<file path="config.mk">
export PLATFORM = sky130hd
export DESIGN_NAME = mm4_queue
export DESIGN_NICKNAME = d
export VERILOG_FILES = /design/src/sv/mm4_pkg.sv /design/src/sv/mm4_queue.sv
export SDC_FILE = /design/constraint.sdc
export NUM_CORES = 1
export LEC_CHECK = 0
export ABC_AREA = 1
export BUFFER_PORTS_ARGS = -buffer_cell sky130_fd_sc_hd__buf_2
export CAP_MARGIN = 20
export CORE_ASPECT_RATIO = 1.2
export CORE_MARGIN = 3
export CORE_UTILIZATION = 55
export CTS_CLUSTER_SIZE = 40
export DETAILED_ROUTE_END_ITERATION = 10
export GPL_ROUTABILITY_DRIVEN = 0
export PLACE_DENSITY = 0.84
export SYNTH_ARGS = -nofsm -noshare
export SYNTH_HDL_FRONTEND = slang
export SYNTH_SLANG_ARGS = --single-unit
</file>
<file path="constraint.sdc">
create_clock -name clk -period 28.1 [get_ports clk]
set_input_delay 5.62 -clock clk [delete_from_list [all_inputs] [get_ports clk]]
set_output_delay 5.62 -clock clk [all_outputs]
set_load 0.005 [all_outputs]
</file>
<file path="src/sv/mm4_pkg.sv">
package mm4_pkg;

    localparam int LANES       = 4;
    localparam int LANE_W      = 2;
    localparam int SLOT_W      = 3;
    localparam int ELEM_W      = 32;
    localparam int PROD_W      = 64;
    localparam int DIM_DEFAULT = 4;

    typedef logic [LANES-1:0][ELEM_W-1:0] vec_t;

    typedef struct packed {
        logic              wr;
        logic              is_b;
        logic [LANE_W-1:0] idx;
        vec_t              elem;
        logic              go;
    } cmd_t;

    typedef enum logic [1:0] {
        ST_IDLE,
        ST_MUL,
        ST_ACC,
        ST_OUT
    } state_t;

endpackage

</file>
<file path="src/sv/mm4_queue.sv">
module mm4_queue (
    input  logic          clk,
    input  logic          rst_n,
    input  logic          push_valid,
    output logic          push_ready,
    input  mm4_pkg::cmd_t push_cmd,
    output logic          pop_valid,
    input  logic          pop_ready,
    output mm4_pkg::cmd_t pop_cmd
);

    mm4_pkg::cmd_t head_reg, head_next;
    mm4_pkg::cmd_t spare_reg, spare_next;
    logic          head_vld_reg, head_vld_next;
    logic          spare_vld_reg, spare_vld_next;
    logic          push;
    logic          pop;

    assign push_ready = !spare_vld_reg;
    assign pop_valid  = head_vld_reg;
    assign pop_cmd    = head_reg;
    assign push       = push_valid && push_ready;
    assign pop        = head_vld_reg && pop_ready;

    always_comb
    begin
        head_next      = head_reg;
        spare_next     = spare_reg;
        head_vld_next  = head_vld_reg;
        spare_vld_next = spare_vld_reg;
        if (pop)
        begin
            if (spare_vld_reg)
            begin
                head_next      = spare_reg;
                spare_vld_next = 1'b0;
            end
            else if (push)
            begin
                head_next = push_cmd;
            end
            else
            begin
                head_vld_next = 1'b0;
            end
        end
        else if (push)
        begin
            if (!head_vld_reg)
            begin
                head_next     = push_cmd;
                head_vld_next = 1'b1;
            end
            else
            begin
                spare_next     = push_cmd;
                spare_vld_next = 1'b1;
            end
        end
    end

    always_ff @(posedge clk or negedge rst_n)
    begin
        if (!rst_n)
        begin
            head_vld_reg  <= 1'b0;
            spare_vld_reg <= 1'b0;
        end
        else
        begin
            head_vld_reg  <= head_vld_next;
            spare_vld_reg <= spare_vld_next;
        end
    end

    always_ff @(posedge clk)
    begin
        head_reg  <= head_next;
        spare_reg <= spare_next;
    end

endmodule

</file>
==> out/metrics.yaml, run 1 <==
crit_path_start_kind: "primary input"
synth_area_um2: 10300
worst_pin_slew_ns: 1.01
totalWireLength_um: 23100
final_util_pct: 68.7
p_per_area_nw_per_um2: 92.3
drc: 0
setup-violations-final: 0
design.portCount: 272
p_leak_nw: 5.18
synth_warnings: 0
fill_cells: 1268
peakVddDrop_mv: 0.0656
postCtsSetupRepairBufs: 0
fin_crit_sh_pct: 31.0
power_mw: 1.16
clock-sinks: 268
via_per_inst: 5.67
yosysTopAreaCellShare_pct: 77.7
h-tree-depth: 1
syn_inst: 744
ys_top_cells_by_count: "nand2_1 (274), edfxtp_1 (266), nand4_1 (133)"
crit_chain: "buf_4 > nand2_1 > ha_1 > inv_1 > o21ai_0 > nor2_4 > buf_4 > buf_4"
cts_made_buffers: 26
clkTransAtPathRegs_ns: 0.06
hold_viol: 0
crit_type: "primary input to flop"
std_cell_rows: 54
finClkSkew_ns: 0.0179
crit_slowest_cell: "buf_4"
antenna_found_initial: 7
critPathMostFrequentCell: "buf_4"
initial_utilization_pct: 56.4
final_net_count: 1131
drive_gt1_share_pct: 31.7
synth_edf_count: 266
io_buffers: 271
num_vias: 7023
overflow: 0
synthArstFlopShare_pct: 0.746
dp_hpwl_um: 14300
clock_latency_ns: 0.52
cts_buffer_depth: 3
fp.coreArea_um2: 18200
regArea_um2: 8050
die_area_um2: 20400
syn_to_final_growth_pct: 21.9
timing.final.crit_period_ns: 8.71
grt_usage_pct: 22.1
hold_buffers: 0
ys_top_cells_by_area: "edfxtp_1 (78%), nand2_1 (10%), nand4_1 (8.1%), buf_2 (1.9%), buf_4 (0.88%)"
worstPathArrival_ns: 8.84
synth_cell_types: 14
slew_viol_final: 0
die_height_um: 156
die_w_um: 131
slowest_delay_ns: 0.70
synth_most_common_cell: "nand2_1"
crit_fanout: 67
syn_area_per_cell_um2: 13.8
worstSetupEndpointType: "flop"
tns_ns: 0
grt_max_degree: 96
placed_area_um2: 11700
multi_input_comb_area_um2: 1930
drt-initial-drc-count: 514
cts-root-buf: "clkbuf_16"
maxCapViolations: 0
final_cell_area_um2: 12500
synth_nets: 882
min_path_type: "flop to flop"
ctsResizeCount: 0
grt_pass1_vias: 6885
rsz0062_at_grt: "false"
relSlewSlack_pct: 32.6
ys_ff_latch: 268
firstDrtPassIters: 6
required_ns: 28.23
grt_pass1_wl_um: 35600
fmax_mhz: 115
status: "finished clean"
netlist.top_cell.by_area: "edfxtp_1"
synth_ff_type: "edfxtp_1"
ant_nets: 0
cts_tree: "built"
avgRoutedWirePerCell_um: 18.6
yosysSeqAreaShare_pct: 78.2
## per-layer routing
layer / GRT usage (%) / routed length [µm] / part of all wire, %
met4: 8.82 / 815 / 3.5
met5: 0 / 54 / 0.23
met2: 36.6 / 11700 / 51
met3: 5.82 / 2230 / 9.7
met1: 27.9 / 8320 / 36
## cells by family after synthesis
| kind of cell | Yosys count | synth area share (%) |
|---|---|---|
| AOI/OAI and AO/OA | 2 | 0.0973 |
| adders and majority gates | 1 | 0.122 |
| DFF | 268 | 78.2 |
| buffers and inverters | 62 | 3.32 |
| and+or+nand+nor | 411 | 18.3 |
## area by class of cell
cell class,count,share of cell area [%]
Multi-Input combinational cell,414,15.4
Clock inverter,17,1.26
Sequential cell,268,64.2
Tap cell,224,2.24
Inverter,3,0.0898
Clock buffer,29,5.45
Timing Repair Buffer,280,11.4
Antenna cell,3,0.0599
## critical path: cells and delay by family
| kind | cells | cell delay, ns |
|---|---|---|
| adders and majority gates | 1 | 0.24 |
| and+or+nand+nor | 2 | 0.80 |
| AOI/OAI and AO/OA | 1 | 0.13 |
| buffers and inverters | 4 | 1.97 |
## report_power, final
part | internal [mW] | switching (mW) | leakage, nW
Clock | 0.201 | 0.137 | 0.404
Sequential | 0.547 | 0.0500 | 2.49
Combinational | 0.0704 | 0.152 | 2.29
Total | 0.819 | 0.339 | 5.18
## final timing paths
check | end | startpoint | cells past startpoint | slack, ns
setup / recovery | pop_cmd[35]$_DFFE_PP_ | pop_ready | 8 | 19.39
hold / removal | pop_cmd[63]$_DFFE_PP_ | spare_reg[63]$_DFFE_PP_ | 2 | 0.56
setup reg to reg | pop_cmd[35]$_DFFE_PP_ | pop_valid$_DFFE_PN0P_ | 6 | 24.11
hold reg to reg | pop_cmd[63]$_DFFE_PP_ | spare_reg[63]$_DFFE_PP_ | 2 | 0.56
max in group asynchronous | spare_vld_reg$_DFFE_PN0P_ | rst_n | 1 | 23.10
min in group asynchronous | pop_valid$_DFFE_PN0P_ | rst_n | 1 | 4.89
## cells in the final DEF, fill, tap and decap left out
| cell type | synthesis | final |
|---|---|---|
| clkinv_1 | 0 | 9 |
| clkinv_2 | 0 | 2 |
| buf_4 | 12 | 10 |
| edfxtp_1 | 266 | 266 |
| nor3_2 | 0 | 1 |
| ha_1 | 1 | 1 |
| nand3_4 | 0 | 1 |
| clkbuf_16 | 0 | 27 |
| clkinvlp_4 | 0 | 2 |
| nand2_1 | 274 | 274 |
| clkinv_4 | 0 | 1 |
| buf_2 | 39 | 270 |
| nor2_4 | 0 | 1 |
| diode_2 | 0 | 3 |
| o21ai_0 | 2 | 2 |
| dfrtp_4 | 0 | 2 |
| bufinv_16 | 0 | 3 |
| clkbuf_1 | 6 | 2 |
| nor2_1 | 2 | 1 |
| inv_1 | 3 | 3 |
| nand4_1 | 133 | 133 |
## metrics by stage
step,worst slack [ns],hold WS (ns),instances
after detailed placement,18.82,0.552,1189
after global placement,18.93,0.541,1189
after CTS,19.36,0.561,1235
after global routing,19.10,0.585,1238
final,19.39,0.556,1238
after floorplan,12.44,0.536,744
Power figures use the tool's default switching activity.
==> run 2: changes to the inputs <==
ABC_AREA = 0   (was 1)
CORE_UTILIZATION = 47   (was 55)
PLACE_DENSITY = 0.77   (was 0.84)
clock period = 7.7 ns   (was 28.1 ns; I/O delays follow)
==> out/metrics.yaml, run 2 <==
grt_pass1_vias: 5561  # -19%
synthArstFlopShare_pct: 0.746  # unchanged
drive_gt1_share_pct: 61.0  # +29 points
via_per_inst: 5.08  # -11%
yosysSeqAreaShare_pct: 80.3  # +2.2 points
slew_viol_final: 0  # unchanged
synth_most_common_cell: "edfxtp_1"
place_ws_ns: 3.61  # -15.20 ns
totalWireLength_um: 19700  # -15%
p_leak_nw: 4.94  # -4.7%
ys_top_cells_by_area: "edfxtp_1 (80%), mux2_4 (11%), mux2_2 (7.1%), buf_6 (0.90%), dfrtp_1 (0.50%)"
hold_viol: 0  # unchanged
crit_fanout: 49  # -27%
crit_type: "primary input to flop"
drc: 0  # unchanged
netlist.top_cell.by_area: "edfxtp_1"
synth_ff_type: "edfxtp_1"
worstPathArrival_ns: 3.33  # -5.51 ns
grt_max_degree: 84  # -13%
dp_hpwl_um: 13500  # -6.2%
cts_buffer_depth: 3  # unchanged
fin_crit_sh_pct: 41.5
status: "finished clean"
worst_slack_ns: 4.51  # -14.88 ns
die_w_um: 139  # +6.4%
maxCapViolations: 0  # unchanged
timing.final.crit_period_ns: 3.19
synth_area_um2: 10000  # -2.7%
tns_ns: 0  # unchanged
die_area_um2: 23100  # +13%
fmax_mhz: 313
final_util_pct: 61.0  # -7.7 points
initial_utilization_pct: 48.5  # -7.8 points
syn_to_final_growth_pct: 25.6
hold_buffers: 0  # unchanged
avgRoutedWirePerCell_um: 19.6  # +5.2%
required_ns: 7.84  # -20.39 ns
yosysTopAreaCellShare_pct: 79.8  # +2.2 points
design.portCount: 272  # unchanged
ys_top_cells_by_count: "edfxtp_1 (266), mux2_4 (70), mux2_2 (63)"
finClkSkew_ns: 0.0105  # -0.00747 ns
grt_usage_pct: 16.4  # -5.6 points
syn_area_per_cell_um2: 23.4  # +69%
io_buffers: 271  # unchanged
clock_latency_ns: 0.51  # about the same
drt-initial-drc-count: 331  # -36%
grt_pass1_wl_um: 30500  # -14%
clkTransAtPathRegs_ns: 0.06  # about the same
rsz0062_at_grt: "false"
cts-root-buf: "clkbuf_16"
cts_tree: "built"
synth_nets: 566  # -36%
power_mw: 3.01  # +160%
min_path_type: "flop to flop"
cts_made_buffers: 26  # unchanged
whs_path_depth: 1  # -1
syn_inst: 428  # -42%
synth_warnings: 0  # unchanged
overflow: 0  # unchanged
relSlewSlack_pct: 40.4  # +7.8 points
die_height_um: 166  # +6.4%
postCtsSetupRepairBufs: 0  # unchanged
h-tree-depth: 1  # unchanged
crit_path_start_kind: "primary input"
fp.coreArea_um2: 20600  # +13%
final_net_count: 858  # -24%
worstSetupEndpointType: "flop"
ys_ff_latch: 268  # unchanged
antenna_found_initial: 4  # -3
ant_nets: 0  # unchanged
final_cell_mix: "buf_2 (271), edfxtp_1 (266), mux2_4 (70), mux2_2 (63), clkbuf_16 (27)"
std_cell_rows: 57  # +5.6%
r2r_cells: 6  # unchanged
num_vias: 5106  # -27%
clock-sinks: 268  # unchanged
synth_cell_types: 17  # +3
setup-violations-final: 0  # unchanged
worst_pin_slew_ns: 0.893  # -0.118 ns
p_per_area_nw_per_um2: 239  # +160%
peakVddDrop_mv: 0.167  # +150%
synth_edf_count: 266  # unchanged
ctsResizeCount: 0  # unchanged
layout_commonest_cell: "buf_2"
firstDrtPassIters: 6  # unchanged
==> run 2: kinds of logic (layout without fill, tap and decap cells) <==
group	count (synthesis)	count (layout)	share of synthesized area [%]
multiplexers	134	134	17.7
adder cells (fa/ha/maj)	1	1	0.125
AO/OA/AOI/OAI	1	1	0.0876
flip-flops	268	268	80.3
AND/OR/NAND/NOR	9	9	0.513
other	0	3	0
buffers and inverters	15	325	1.24
==> run 2: final timing paths <==
kind                                                start                   endpoint  slack, ns
worst max-delay path                            pop_ready      pop_cmd[17]$_DFFE_PP_       4.51
worst min-delay path              spare_reg[84]$_DFFE_PP_      pop_cmd[84]$_DFFE_PP_       0.54
worst max register to register  spare_vld_reg$_DFFE_PN0P_      pop_cmd[17]$_DFFE_PP_       5.11
worst min register to register    spare_reg[84]$_DFFE_PP_      pop_cmd[84]$_DFFE_PP_       0.54
max in group asynchronous                           rst_n  spare_vld_reg$_DFFE_PN0P_       6.80
min in group asynchronous                           rst_n      pop_valid$_DFFE_PN0P_       0.80
==> run 2: final cells by class <==
cell class | instances | area, µm²
inverters | 1 | 3.75
clock buffers | 31 | 691
multi-input cells | 145 | 1870
clock inverters | 15 | 201
repair buffers | 278 | 1430
well taps | 265 | 332
diodes | 3 | 7.51
fillers | 1481 | 8040
flip-flops and latches | 268 | 8040
==> run 2: report_power, final <==
group	leakage (nW)	internal, mW	total (mW)	switching [mW]
Clock	0.426	0.804	1.32	0.511
Sequential	2.41	1.60	1.60	0
Combinational	2.10	0.0595	0.0915	0.0320
Total	4.94	2.47	3.01	0.543
==> run 2: layer usage <==
metal / GRT usage [%] / share of wire (%) / vias to the layer above
met5: 0 / 0.081 / -
met4: 5.74 / 2.9 / 2
met3: 5.39 / 8.5 / 53
met2: 27.5 / 50 / 232
met1: 20.2 / 39 / 2521
li1: - / - / 2298
==> run 2: per-stage QoR <==
stage	std cells	instance area, µm²	hold WS (ns)
after detailed placement	956	11600	0.533
after global placement	956	11600	0.530
final	1006	12600	0.542
after floorplan	428	10000	0.525
after global routing	1006	12600	0.551
after CTS	1002	12500	0.545
==> run 2: critical path, cell delays in order <==
cell and delay [ns]:
buf_2 0.14, nand2_1 0.09, ha_1 0.23, nor3_4 0.20, buf_4 0.44, buf_4 0.63
==> run 3: changes to the inputs <==
CORE_UTILIZATION = 52   (was 47)
PLACE_DENSITY = 0.8   (was 0.77)
clock period = 3.25 ns   (was 7.7 ns; I/O delays follow)
==> out/metrics.yaml, run 3 (synthesis results as in run 2) <==
status: "finished clean"
dp_hpwl_um: 12900  # -4.5%
die_height_um: 158  # -4.8%
required_ns: 2.60  # -5.24 ns
fp.coreArea_um2: 18500  # -10%
hold_viol: 0  # unchanged
grt_pass1_wl_um: 29500  # -3.3%
cts_made_buffers: 26  # unchanged
num_vias: 5001  # -2.1%
avgRoutedWirePerCell_um: 19.6  # about the same
worstSetupEndpointType: "primary output"
holdPathEnd: "spare_reg[23]$_DFFE_PP_"
fin_cells: 991  # -1.5%
setup-violations-final: 0  # unchanged
crit_fanout: 4  # -92%
peakVddDrop_mv: 0.517  # +210%
maxCapViolations: 0  # unchanged
cts_tree: "built"
crit_start: "spare_vld_reg$_DFFE_PN0P_"
slowest_delay_ns: 0.44  # -0.19 ns
drt-initial-drc-count: 372  # +12%
crit_slowest_cell: "dfrtp_1"
r2r_setup_slack_ns: 1.34  # -3.77 ns
antenna_found_initial: 2  # -2
clock-sinks: 268  # unchanged
final_net_count: 858  # unchanged
design.portCount: 272  # unchanged
relSlewSlack_pct: 64.9  # +24 points
hold_start: "push_cmd[23]"
overflow: 0  # unchanged
crit_path_start_kind: "flop"
syn_to_final_growth_pct: 25.8
grt_max_degree: 80  # -4.8%
drc: 0  # unchanged
initial_utilization_pct: 54.0  # +5.5 points
fin_crit_sh_pct: 59.4
crit_type: "flop to primary output"
r2r_cells: 5  # -1
clock_latency_ns: 0.51  # about the same
power_mw: 6.94  # +130%
whs_path_depth: 1  # unchanged
rsz0062_at_grt: "false"
firstDrtPassIters: 4  # -2
fmax_mhz: 518
die_w_um: 133  # -4.7%
totalWireLength_um: 19400  # -1.4%
min_path_type: "primary input to flop"
worst_pin_slew_ns: 0.526  # -0.367 ns
io_buffers: 271  # unchanged
h-tree-depth: 1  # unchanged
grt_usage_pct: 17.9  # +1.4 points
slew_viol_final: 0  # unchanged
ant_nets: 0  # unchanged
ctsResizeCount: 0  # unchanged
final_cell_area_um2: 12600  # +0.17%
placed_area_um2: 11700  # +0.82%
timing.rr.start: "spare_vld_reg$_DFFE_PN0P_"
drive_gt1_share_pct: 61.5  # +0.57 points
p_per_area_nw_per_um2: 551  # +130%
finClkSkew_ns: 0.00727  # -0.00318 ns
grt_pass1_vias: 5476  # -1.5%
die_area_um2: 20900  # -9.2%
cts_buffer_depth: 3  # unchanged
p_leak_nw: 4.95  # +0.18%
worstPathArrival_ns: 1.28  # -2.05 ns
dp_cells: 943  # -1.4%
cts-root-buf: "clkbuf_16"
clkTransAtPathRegs_ns: 0.06  # about the same
reg2reg_to: "pop_cmd[111]$_DFFE_PP_"
final_cell_mix: "buf_2 (271), edfxtp_1 (266), mux2_4 (70), mux2_2 (63), clkbuf_16 (27)"
via_per_inst: 5.05  # -0.57%
crit_chain: "inv_1 > buf_2"
layout_commonest_cell: "buf_2"
timing.final.crit_period_ns: 1.93
std_cell_rows: 54  # -5.3%
run 3: cell types whose count changed in the layout (fill, tap and decap cells not counted), sizes merged:
cell and change:
dlygate4sd3 +1, clkbuf -3, buf -1, bufinv -2, clkinv +3
run 3: final cells by class:
cell class              instances  area (µm²)
clock inverters                16         156
inverters                       1        3.75
clock buffers                  28         679
diodes                          3        7.51
multi-input cells             145        1900
repair buffers                278        1490
fillers                      1254        5920
well taps                     252         315
flip-flops and latches        268        8040
run 3: routing by layer:
layer  vias up  part of all wire, %  wire, µm  GRT usage [%]
met2       222                   50      9770           30.2
met1      2448                   39      7660           22.5
li1       2292                    -         -              -
met3        39                  7.6      1490           4.77
met5         -                    0         0              0
met4         0                  2.7       524           6.49
run 3: metrics by stage:
stage	util (%)	hold WS, ns	TNS (ns)	setup WS, ns
6_report	68.0	0.328	0	1.32
5_1_grt	68.0	0.311	0	1.26
3_3_place_gp	63.4	0.435	0	1.17
2_1_floorplan	-	0.354	-162.94	-1.23
3_5_place_dp	63.4	0.440	0	1.12
4_1_cts	68.0	0.303	0	1.30
run 3: critical path: cells and delay by family (launching register included):
kind	cells	cell delay (ns)
flops	1	0.44
buf+inv	2	0.34
run 3: what timing repair did:
item	4_1_cts	5_1_grt
setup buffers	0	0
hold buffers	1	0
hold endpoints to repair	2	0
run 3: worst max-delay path by stage:
stage	end	slack (ns)	cells past startpoint
finish	push_ready	1.32	2
global route	pop_cmd[106]$_DFFE_PP_	1.26	5
CTS	push_ready	1.30	2
detailed placement	pop_cmd[111]$_DFFE_PP_	1.12	5
global placement	pop_cmd[42]$_DFFE_PP_	1.17	5
floorplan	pop_cmd[0]$_DFFE_PP_	-1.23	3
run 3: power by group:
group	switching, mW	total, mW	internal (mW)
Clock	1.19	2.93	1.74
Sequential	0	3.80	3.80
Combinational	0.0753	0.217	0.142
